## config.mk

```make
export PLATFORM = sky130hd
export DESIGN_NAME = gf2_matrix_multiply
export DESIGN_NICKNAME = d
export VERILOG_FILES = /design/src/sv/gf2mm_pkg.sv /design/src/sv/gf2mm_cfg_regs.sv /design/src/sv/gf2mm_row_store.sv /design/src/sv/gf2mm_engine.sv /design/src/sv/gf2_matrix_multiply.sv
export VERILOG_INCLUDE_DIRS = /design/src /design/src/sv
export SDC_FILE = /design/constraint.sdc
export NUM_CORES = 2
export LEC_CHECK = 0
export ABC_AREA = 1
export BUFFER_PORTS_ARGS = -buffer_cell sky130_fd_sc_hd__buf_2
export CORE_UTILIZATION = 30
export CTS_CLUSTER_SIZE = 12
export DETAILED_ROUTE_END_ITERATION = 12
export GPL_ROUTABILITY_DRIVEN = 0
export MAX_ROUTING_LAYER = met4
export PLACE_DENSITY_LB_ADDON = 0.1
export SYNTH_ARGS = -nofsm -noshare
export SYNTH_HDL_FRONTEND = slang
export SYNTH_SLANG_ARGS = --single-unit
```

## constraint.sdc

```tcl
create_clock -name clk -period 4.8 [get_ports clk]
set_input_delay 0.24 -clock clk [delete_from_list [all_inputs] [get_ports clk]]
set_output_delay 0.24 -clock clk [all_outputs]
set_load 0.05 [all_outputs]
```

## src/sv/gf2_matrix_multiply_macros.svh

```systemverilog
// ----------------------------------------------------------------------------
// GF(2) matrix multiplier assertion macros
// Shorthand for clocked, reset-qualified concurrent assertions.
// ----------------------------------------------------------------------------
`ifndef GF2_MATRIX_MULTIPLY_MACROS_SVH
`define GF2_MATRIX_MULTIPLY_MACROS_SVH

// The consequent must hold in the same cycle as the antecedent.
`define GF2MM_ASSERT_SAME(label, clk, rst_n, ante, cons) \
  label: assert property (@(posedge clk) disable iff (!rst_n) (ante) |-> (cons)) \
    else $error("gf2mm assertion failed");

// The consequent must hold in the cycle after the antecedent.
`define GF2MM_ASSERT_NEXT(label, clk, rst_n, ante, cons) \
  label: assert property (@(posedge clk) disable iff (!rst_n) (ante) |=> (cons)) \
    else $error("gf2mm assertion failed");

`endif

```

## src/sv/gf2mm_pkg.sv

```systemverilog
// ----------------------------------------------------------------------------
// GF(2) matrix multiplier package
// Shared widths, codes, configuration struct and engine state type.
// ----------------------------------------------------------------------------
`default_nettype none

package gf2mm_pkg;

  localparam int ROW_W   = 64;
  localparam int IDX_W   = 6;
  localparam int CFG_W   = 7;
  localparam int TDATA_W = 72;
  localparam int APB_W   = 32;
  localparam int ADDR_W  = 3;

  localparam int MAX_INNER_DEF = 64;
  localparam int MAX_COLS_DEF  = 64;

  localparam logic [CFG_W-1:0] CFG_RESET = 7'd64;

  localparam logic REG_INNER = 1'b0;
  localparam logic REG_COLS  = 1'b1;

  localparam logic REQ_LOAD = 1'b0;
  localparam logic REQ_MULT = 1'b1;

  typedef struct packed {
    logic [CFG_W-1:0] inner_used;
    logic [CFG_W-1:0] cols_used;
  } cfg_t;

  typedef enum logic [1:0] {
    ST_IDLE,
    ST_RUN,
    ST_FLUSH,
    ST_DONE
  } state_t;

endpackage

`default_nettype wire

```

## src/sv/gf2mm_cfg_regs.sv

```systemverilog
// ----------------------------------------------------------------------------
// GF(2) matrix multiplier configuration registers
// APB-style register file holding the inner length and the column count.
// ----------------------------------------------------------------------------
`default_nettype none

module gf2mm_cfg_regs (
  input  wire                          clk,
  input  wire                          rst_n,
  input  wire                          psel,
  input  wire                          penable,
  input  wire                          pwrite,
  input  wire [gf2mm_pkg::ADDR_W-1:0]  paddr,
  input  wire [gf2mm_pkg::APB_W-1:0]   pwdata,
  output logic [gf2mm_pkg::APB_W-1:0]  prdata,
  output logic                         pready,
  output gf2mm_pkg::cfg_t              cfg
);

  gf2mm_pkg::cfg_t cfg_r;
  gf2mm_pkg::cfg_t cfg_nxt;
  logic            reg_sel;
  logic            wr_en;

  assign pready  = 1'b1;
  assign reg_sel = paddr[2];
  assign wr_en   = psel & penable & pwrite & pready;

  always_comb begin
    cfg_nxt = cfg_r;
    if (wr_en) begin
      unique case (reg_sel)
        gf2mm_pkg::REG_INNER: cfg_nxt.inner_used = pwdata[gf2mm_pkg::CFG_W-1:0];
        gf2mm_pkg::REG_COLS:  cfg_nxt.cols_used  = pwdata[gf2mm_pkg::CFG_W-1:0];
        default:              cfg_nxt = cfg_r;
      endcase
    end
  end

  always_ff @(posedge clk) begin
    if (!rst_n) begin
      cfg_r.inner_used <= gf2mm_pkg::CFG_RESET;
      cfg_r.cols_used  <= gf2mm_pkg::CFG_RESET;
    end else begin
      cfg_r <= cfg_nxt;
    end
  end

  always_comb begin
    unique case (reg_sel)
      gf2mm_pkg::REG_INNER: prdata = gf2mm_pkg::APB_W'(cfg_r.inner_used);
      gf2mm_pkg::REG_COLS:  prdata = gf2mm_pkg::APB_W'(cfg_r.cols_used);
      default:              prdata = '0;
    endcase
  end

  assign cfg = cfg_r;

endmodule

`default_nettype wire

```

## src/sv/gf2mm_row_store.sv

```systemverilog
// ----------------------------------------------------------------------------
// GF(2) matrix multiplier row store
// Single-write, single-read memory of right-hand rows with registered read.
// ----------------------------------------------------------------------------
`default_nettype none

module gf2mm_row_store #(
  parameter int DEPTH  = gf2mm_pkg::MAX_INNER_DEF,
  parameter int WIDTH  = gf2mm_pkg::MAX_COLS_DEF,
  parameter int ADDR_W = (DEPTH > 1) ? $clog2(DEPTH) : 1
) (
  input  wire               clk,
  input  wire               wr_en,
  input  wire [ADDR_W-1:0]  wr_addr,
  input  wire [WIDTH-1:0]   wr_data,
  input  wire               rd_en,
  input  wire [ADDR_W-1:0]  rd_addr,
  output logic [WIDTH-1:0]  rd_data
);

  logic [WIDTH-1:0] mem [DEPTH];
  logic [WIDTH-1:0] rd_data_r;

  always_ff @(posedge clk) begin
    if (wr_en) begin
      mem[wr_addr] <= wr_data;
    end
  end

  always_ff @(posedge clk) begin
    if (rd_en) begin
      rd_data_r <= mem[rd_addr];
    end
  end

  assign rd_data = rd_data_r;

endmodule

`default_nettype wire

```

## src/sv/gf2mm_engine.sv

```systemverilog
// ----------------------------------------------------------------------------
// GF(2) matrix multiplier row engine
// Shifts the left row out one bit per cycle, reads one stored row per cycle
// and XORs it into the accumulator when the bit is set; holds the result.
// ----------------------------------------------------------------------------
`default_nettype none

module gf2mm_engine #(
  parameter int MAX_INNER = gf2mm_pkg::MAX_INNER_DEF,
  parameter int MAX_COLS  = gf2mm_pkg::MAX_COLS_DEF,
  parameter int ADDR_W    = (MAX_INNER > 1) ? $clog2(MAX_INNER) : 1
) (
  input  wire                          clk,
  input  wire                          rst_n,
  input  gf2mm_pkg::cfg_t              cfg,
  input  wire                          start,
  input  wire [MAX_INNER-1:0]          start_bits,
  input  wire [gf2mm_pkg::IDX_W-1:0]   start_idx,
  output logic                         idle,
  output logic                         rd_en,
  output logic [ADDR_W-1:0]            rd_addr,
  input  wire [MAX_COLS-1:0]           rd_data,
  output logic                         out_valid,
  input  wire                          out_ready,
  output logic [gf2mm_pkg::ROW_W-1:0]  out_row,
  output logic [gf2mm_pkg::IDX_W-1:0]  out_index
);

  localparam int CW = gf2mm_pkg::CFG_W;
  localparam logic [CW-1:0] INNER_TOP = CW'(MAX_INNER);
  localparam logic [CW-1:0] COLS_TOP  = CW'(MAX_COLS);

  gf2mm_pkg::state_t state_r, state_nxt;

  logic [CW-1:0]                 k_r;
  logic [MAX_INNER-1:0]          sel_r;
  logic [gf2mm_pkg::IDX_W-1:0]   idx_r;
  logic                          hit_r;
  logic [MAX_COLS-1:0]           acc_r;
  logic                          out_valid_r;
  logic [gf2mm_pkg::ROW_W-1:0]   out_row_r;
  logic [gf2mm_pkg::IDX_W-1:0]   out_idx_r;

  logic [CW-1:0]                 inner_eff;
  logic [CW-1:0]                 cols_eff;
  logic [CW-1:0]                 k_inc;
  logic                          last_issue;
  logic                          out_free;
  logic                          post;
  logic [MAX_COLS-1:0]           col_mask;

  assign inner_eff  = (cfg.inner_used > INNER_TOP) ? INNER_TOP : cfg.inner_used;
  assign cols_eff   = (cfg.cols_used > COLS_TOP) ? COLS_TOP : cfg.cols_used;
  assign k_inc      = CW'(k_r + 1'b1);
  assign last_issue = (k_inc == inner_eff);
  assign out_free   = !out_valid_r || out_ready;

  always_comb begin
    for (int j = 0; j < MAX_COLS; j++) begin
      col_mask[j] = (CW'(j) < cols_eff);
    end
  end

  always_comb begin
    state_nxt = state_r;
    unique case (state_r)
      gf2mm_pkg::ST_IDLE: begin
        if (start) begin
          state_nxt = (inner_eff == '0) ? gf2mm_pkg::ST_FLUSH : gf2mm_pkg::ST_RUN;
        end
      end
      gf2mm_pkg::ST_RUN: begin
        if (last_issue) begin
          state_nxt = gf2mm_pkg::ST_FLUSH;
        end
      end
      gf2mm_pkg::ST_FLUSH: begin
        state_nxt = gf2mm_pkg::ST_DONE;
      end
      gf2mm_pkg::ST_DONE: begin
        if (out_free) begin
          state_nxt = gf2mm_pkg::ST_IDLE;
        end
      end
      default: state_nxt = gf2mm_pkg::ST_IDLE;
    endcase
  end

  always_comb begin
    idle  = 1'b0;
    rd_en = 1'b0;
    post  = 1'b0;
    unique case (state_r)
      gf2mm_pkg::ST_IDLE:  idle  = 1'b1;
      gf2mm_pkg::ST_RUN:   rd_en = 1'b1;
      gf2mm_pkg::ST_FLUSH: post  = 1'b0;
      gf2mm_pkg::ST_DONE:  post  = out_free;
      default:             idle  = 1'b0;
    endcase
  end

  assign rd_addr = k_r[ADDR_W-1:0];

  always_ff @(posedge clk) begin
    if (!rst_n) begin
      state_r     <= gf2mm_pkg::ST_IDLE;
      hit_r       <= 1'b0;
      out_valid_r <= 1'b0;
    end else begin
      state_r <= state_nxt;
      hit_r   <= rd_en & sel_r[0];
      if (post) begin
        out_valid_r <= 1'b1;
      end else if (out_ready) begin
        out_valid_r <= 1'b0;
      end
    end
  end

  always_ff @(posedge clk) begin
    if (idle && start) begin
      sel_r <= start_bits;
      idx_r <= start_idx;
      k_r   <= '0;
      acc_r <= '0;
    end else begin
      if (rd_en) begin
        k_r   <= k_inc;
        sel_r <= sel_r >> 1;
      end
      if (hit_r) begin
        acc_r <= acc_r ^ rd_data;
      end
    end
    if (post) begin
      out_row_r <= gf2mm_pkg::ROW_W'(acc_r & col_mask);
      out_idx_r <= idx_r;
    end
  end

  assign out_valid = out_valid_r;
  assign out_row   = out_row_r;
  assign out_index = out_idx_r;

endmodule

`default_nettype wire

```

## src/sv/gf2_matrix_multiply.sv

```systemverilog
// ----------------------------------------------------------------------------
// GF(2) matrix multiplier
// Stores right-hand rows and returns one product row per left-hand row.
// ----------------------------------------------------------------------------
// Usage:
// Input transfers with in_tuser low load a right-hand row into the row store
// at row_index; indexes at or above MAX_INNER are dropped. A load produces
// no result. Input transfers with in_tuser high supply a left-hand row;
// the result leaves on the out_ channel as the XOR of the stored rows
// selected by the set bits below the inner length, masked to the column
// count. The engine reads one stored row per cycle through the row store's
// single read port, inner rows in all (inner saturated at MAX_INNER); it
// then passes a flush state and a done state, and writes the result to the
// output register in the done state once that register is free.
// in_tready is high only while the engine is idle. The output register lets
// a new item be taken while a finished result waits; when the receiver
// stalls, the next result is held in the engine until the register frees.
// Reset clears the control state and sets both configuration registers to
// 64; the row store is not cleared and each used row must be loaded first.
// ----------------------------------------------------------------------------
`default_nettype none
`include "gf2_matrix_multiply_macros.svh"

module gf2_matrix_multiply #(
  parameter int MAX_INNER = gf2mm_pkg::MAX_INNER_DEF,
  parameter int MAX_COLS  = gf2mm_pkg::MAX_COLS_DEF
) (
  input  wire                             clk,
  input  wire                             rst_n,
  // in_tdata, from bit 0: row_index[5:0], row_bits[63:0], zero padding.
  input  wire [gf2mm_pkg::TDATA_W-1:0]    in_tdata,
  // in_tuser: req_type.
  input  wire                             in_tuser,
  input  wire                             in_tvalid,
  output logic                            in_tready,
  // out_tdata, from bit 0: product_row[63:0], product_index[5:0], zero padding.
  output logic [gf2mm_pkg::TDATA_W-1:0]   out_tdata,
  output logic                            out_tvalid,
  input  wire                             out_tready,
  input  wire                             cfg_psel,
  input  wire                             cfg_penable,
  input  wire                             cfg_pwrite,
  input  wire [gf2mm_pkg::ADDR_W-1:0]     cfg_paddr,
  input  wire [gf2mm_pkg::APB_W-1:0]      cfg_pwdata,
  output logic [gf2mm_pkg::APB_W-1:0]     cfg_prdata,
  output logic                            cfg_pready
);

  localparam int ADDR_W = (MAX_INNER > 1) ? $clog2(MAX_INNER) : 1;
  localparam int IW     = gf2mm_pkg::IDX_W;
  localparam int RW     = gf2mm_pkg::ROW_W;

  gf2mm_pkg::cfg_t        cfg;
  logic [IW-1:0]          in_idx;
  logic [RW-1:0]          in_bits;
  logic                   in_xfer;
  logic                   eng_idle;
  logic                   wr_en;
  logic                   rd_en;
  logic [ADDR_W-1:0]      rd_addr;
  logic [MAX_COLS-1:0]    rd_data;
  logic [RW-1:0]          out_row;
  logic [IW-1:0]          out_index;

  assign in_idx    = in_tdata[IW-1:0];
  assign in_bits   = in_tdata[IW+RW-1:IW];
  assign in_tready = eng_idle;
  assign in_xfer   = in_tvalid & in_tready;
  assign wr_en     = in_xfer && (in_tuser == gf2mm_pkg::REQ_LOAD) &&
                     ((IW + 1)'(in_idx) < (IW + 1)'(MAX_INNER));

  gf2mm_cfg_regs u_cfg (
    .clk     (clk),
    .rst_n   (rst_n),
    .psel    (cfg_psel),
    .penable (cfg_penable),
    .pwrite  (cfg_pwrite),
    .paddr   (cfg_paddr),
    .pwdata  (cfg_pwdata),
    .prdata  (cfg_prdata),
    .pready  (cfg_pready),
    .cfg     (cfg)
  );

  gf2mm_row_store #(
    .DEPTH  (MAX_INNER),
    .WIDTH  (MAX_COLS),
    .ADDR_W (ADDR_W)
  ) u_store (
    .clk     (clk),
    .wr_en   (wr_en),
    .wr_addr (in_idx[ADDR_W-1:0]),
    .wr_data (in_bits[MAX_COLS-1:0]),
    .rd_en   (rd_en),
    .rd_addr (rd_addr),
    .rd_data (rd_data)
  );

  gf2mm_engine #(
    .MAX_INNER (MAX_INNER),
    .MAX_COLS  (MAX_COLS),
    .ADDR_W    (ADDR_W)
  ) u_engine (
    .clk        (clk),
    .rst_n      (rst_n),
    .cfg        (cfg),
    .start      (in_xfer && (in_tuser == gf2mm_pkg::REQ_MULT)),
    .start_bits (in_bits[MAX_INNER-1:0]),
    .start_idx  (in_idx),
    .idle       (eng_idle),
    .rd_en      (rd_en),
    .rd_addr    (rd_addr),
    .rd_data    (rd_data),
    .out_valid  (out_tvalid),
    .out_ready  (out_tready),
    .out_row    (out_row),
    .out_index  (out_index)
  );

  assign out_tdata = gf2mm_pkg::TDATA_W'({out_index, out_row});

  // A multiply transfer takes the engine away from idle.
  `GF2MM_ASSERT_NEXT(a_mult_busy, clk, rst_n, in_xfer && (in_tuser == gf2mm_pkg::REQ_MULT), !in_tready)
  // A new result is posted exactly as the engine returns to idle.
  `GF2MM_ASSERT_SAME(a_post_idle, clk, rst_n, $rose(out_tvalid), in_tready)
  // The row store is read only while a multiply is in progress.
  `GF2MM_ASSERT_SAME(a_read_busy, clk, rst_n, rd_en, !in_tready && !wr_en)

endmodule

`default_nettype wire
```

==> impl_results.md <==
- Critical Path RT: ~5.7 ns
- Post-DP HPWL: between 300 and 400 mm
- Post-Syn Instances: ~13000
- Via count: around 110k
- Core Region: around 570000 µm²
- Simple-gate share of the synthesized area: 10.7%
- Worst VDD drop: 382 µV
- Met2 wire length: 313 mm
- Routed len/inst: about 30 µm
- Final worst-path cycle share: around 95%
- Worst-Skew Late Latency: between 1 and 1.5 ns
- Crit Path Category: register to register
- Commonest non-fill, non-tap cell in the layout: edfxtp_1
- Outcome: finished clean
- Worst hold-check path type: input pin to register
- PostCTS Resize Cnt: 0
- Htree depth: 5
- Internal power: roughly 70 mW
- I/O Buffers: about 160
- Grt total ovfl: 0
- Number of remaining DRC errors: 0
- Max frequency: about 220 MHz
- Vias in the first global route: between 100k and 150k
- Power density cells: ~530 nW/µm²
- Max cap viols: 0
- Sw power: roughly 35 mW
- Seq pwr share: about 42%
- Initial DRC Count: around 12000
- Cell mode on critical path: nand2_1
- Xor/xnor cell area share of the yosys netlist: less than 1%
- DR top layer: met4
- Synth Area in Compound Gates: between 10% and 20%
- Critical path cell sequence: buf_4, ha_1, nand2_1, o21ai_0, nand2_1, nand2_1, nand2_1, nor2_1, nand3_1, nand2_1, nand3_1, nand2_1, dlygate4sd3_1, nor2_1, dlygate4sd3_1
- CP Capture Type: register
- Clock Pin Slew Worst Setup and Hold Paths: 0.06 ns
- Met3 wire len: 35.6 mm
- Arr. time, crit path: roughly 5.5 ns
- CP max-delay cell: dfxtp_4
- Worst-path maximum fanout: 59
- Multiplexer share of the synthesized area: 0%
- Clock root buffer: clkbuf_16
- CTS Sinks: around 4400
- Final #Nets: around 14000
- Die Height: approximately 760 µm
- Sw frac: 33.1%
- Comb pwr share: 24.0%
- FF+latch count, synth: roughly 4400
- TritonCTS clock tree: yes
- Largest family of logic cells by synthesized area: simple AND/OR/NAND/NOR gates
- Vias per inst: 5.30
- Worst setup SP type: register
- Seq/Total Area, Yosys: between 70% and 80%
- GRT Total Usage: around 23%
- Post-synth design cell area: 172000 µm²
- CP max stage delay: 0.93 ns
- Clock power share: ~34%
- Yosys warning total: 0
- Worst-case clock buffer depth: 4
- Die area: about 580000 µm²
- Pre-CTS setup slack: between 1 and 1.5 ns
- Synth cell types: 29
- Slew @ Worst Pin: around 1.3 ns
- IO Pins: approximately 220
- Wire length on met1: ~280 mm
- Syn Area/Cell: 12.8 µm²
- Synth Area in Adders: less than 1%
- Placed cell areas: around 180000 µm²
- Share of layout cells above drive strength 1: under 10%
- CTS buffer count: approximately 480
- Row count: approximately 280
- Die X-Extent: 759 µm
- Starting Density: roughly 30%
- Largest net degree at the start of global routing: roughly 160
- Layout Area Growth over Synthesis: 16.1%
- Global-route wire length before repair: between 800 and 900 mm
- Final slew viol count: 0
- First-pass DRT Iterations: 8
- Post-route design area: 200000 µm²
- # setup viols final: 0
- Initial antenna violation count: 53
- Post-CTS setup buffers: 0
- Fin Clk Skew: between 0.07 and 0.08 ns
- Most frequent cells in the layout: 4300 x edfxtp_1, 2118 x o21ai_0, 2095 x nor2_1, 1634 x nand2_1, 1027 x o22ai_1
- Max-slew headroom: 11.7%
- Post-Route WL: ~660 mm
- Min cycle time layout: ~4.5 ns
- Final WS setup: about 0.26 ns
- RSZ-0062 raised after global routing: false
- Leak: 64.9 nW
- Antenna-violating nets left: 0
- Final hold violations: 0
-- Yosys cell counts --
cell | number | area, µm²
inv_6 | 1 | 8.76
dfxtp_1 | 89 | 1780
nand4_1 | 10 | 62.6
conb_1 | 2 | 7.51
buf_6 | 12 | 135
ha_1 | 5 | 62.6
nor2_1 | 2160 | 8110
clkinv_1 | 1 | 3.75
buf_4 | 80 | 601
a21oi_1 | 93 | 465
nand2_1 | 1635 | 6140
clkbuf_1 | 593 | 2230
nand3_1 | 796 | 3980
inv_2 | 2 | 7.51
and3_1 | 11 | 68.8
buf_2 | 230 | 1150
o21ai_0 | 2118 | 10600
o21ai_1 | 16 | 80.1
xor2_1 | 2 | 17.5
o211ai_1 | 2 | 15.0
buf_1 | 42 | 158
nor3_1 | 16 | 80.1
a211oi_1 | 37 | 278
buf_8 | 1 | 15.0
o22ai_1 | 1027 | 6420
inv_1 | 118 | 443
edfxtp_1 | 4300 | 129000
nor4_1 | 1 | 6.26
o21bai_1 | 2 | 15.0
-- cells by family after synthesis --
| logic type | Yosys count |
|---|---|
| AOI/OAI and AO/OA | 3295 |
| xor gates and xnor gates | 2 |
| adders and majority gates | 5 |
| buffers and inverters | 1080 |
| DFF | 4389 |
| other | 2 |
| and+or+nand+nor | 4629 |
-- flip-flops by register name, indices dropped and copies added (netlist names) --
register            count
u_engine.acc_r         64
u_cfg.cfg              14
u_engine.k_r            7
u_store.mem          4096
u_engine.sel_r         64
u_engine.out_row       64
u_engine.state_r        2
u_engine.idx_r          6
u_engine.hit_r          1
u_engine.out_valid      1
u_engine.out_index      6
u_store.rd_data        64
-- metal layers --
metal,global-route usage [%],up-vias
met3,2.49,869
li1,-,49700
met1,29.7,59900
met5,-,-
met2,37.0,3848
met4,6.38,0
-- worst max-delay path, delay by kind of cell, from the launching register on --
family / cells / cell delay [ns]
DFF: 1 / 0.93
adders and majority gates: 1 / 0.30
buffers and inverters: 3 / 1.84
and+or+nand+nor: 10 / 0.95
AOI/OAI and AO/OA: 1 / 0.29
-- layout make-up --
| class | count | area, µm² |
|---|---|---|
| clock buffer | 629 | 12700 |
| timing repair buffer | 677 | 7020 |
| sequential | 4389 | 131000 |
| tap | 7533 | 9430 |
| fill | 55000 | 370000 |
| antenna | 24 | 60.1 |
| inverter | 122 | 527 |
| clock inverter | 239 | 2090 |
| multi-input combinational | 7959 | 37000 |
-- final timing paths --
check	startpoint	to	slack, ns	cells past startpoint
worst min register to register	u_engine.idx_r[0]	u_engine.out_index[0]	0.42	0
worst max-delay path	u_engine.k_r[1]	u_engine.state_r[1]	0.26	15
worst max register to register	u_engine.k_r[1]	u_engine.state_r[1]	0.26	15
worst min-delay path	out_tready	u_engine.out_valid	0.09	5
-- power by group through the flow --
stage               sequential [mW]  combinational [mW]  clock (mW)
finish                         44.4                25.3        35.4
global route                   44.4                27.8        37.5
CTS                            44.4                25.5        36.1
detailed placement             45.2                25.4           0
global placement               45.2                25.1           0
floorplan                      44.6                15.7           0
-- stage by stage --
stage | setup TNS (ns) | util, % | std cells | hold slack (ns) | total power, mW
after CTS | 0 | 35.0 | 21500 | 0.00266 | 106
after floorplan | -265.14 | - | 13400 | 0.339 | 60.3
final | 0 | 35.1 | 21600 | 0.0864 | 105
after global routing | 0 | 35.0 | 21600 | 0.0784 | 110
after global placement | 0 | 32.3 | 20600 | 0.401 | 70.3
after detailed placement | 0 | 32.3 | 20600 | 0.406 | 70.6
-- repair_timing --
item / 4_1_cts / 5_1_grt
hold buffers: 97 / 0
hold endpoints to repair: 3770 / 0
setup endpoints to repair: 0 / 0
Power figures use the tool's default switching activity.
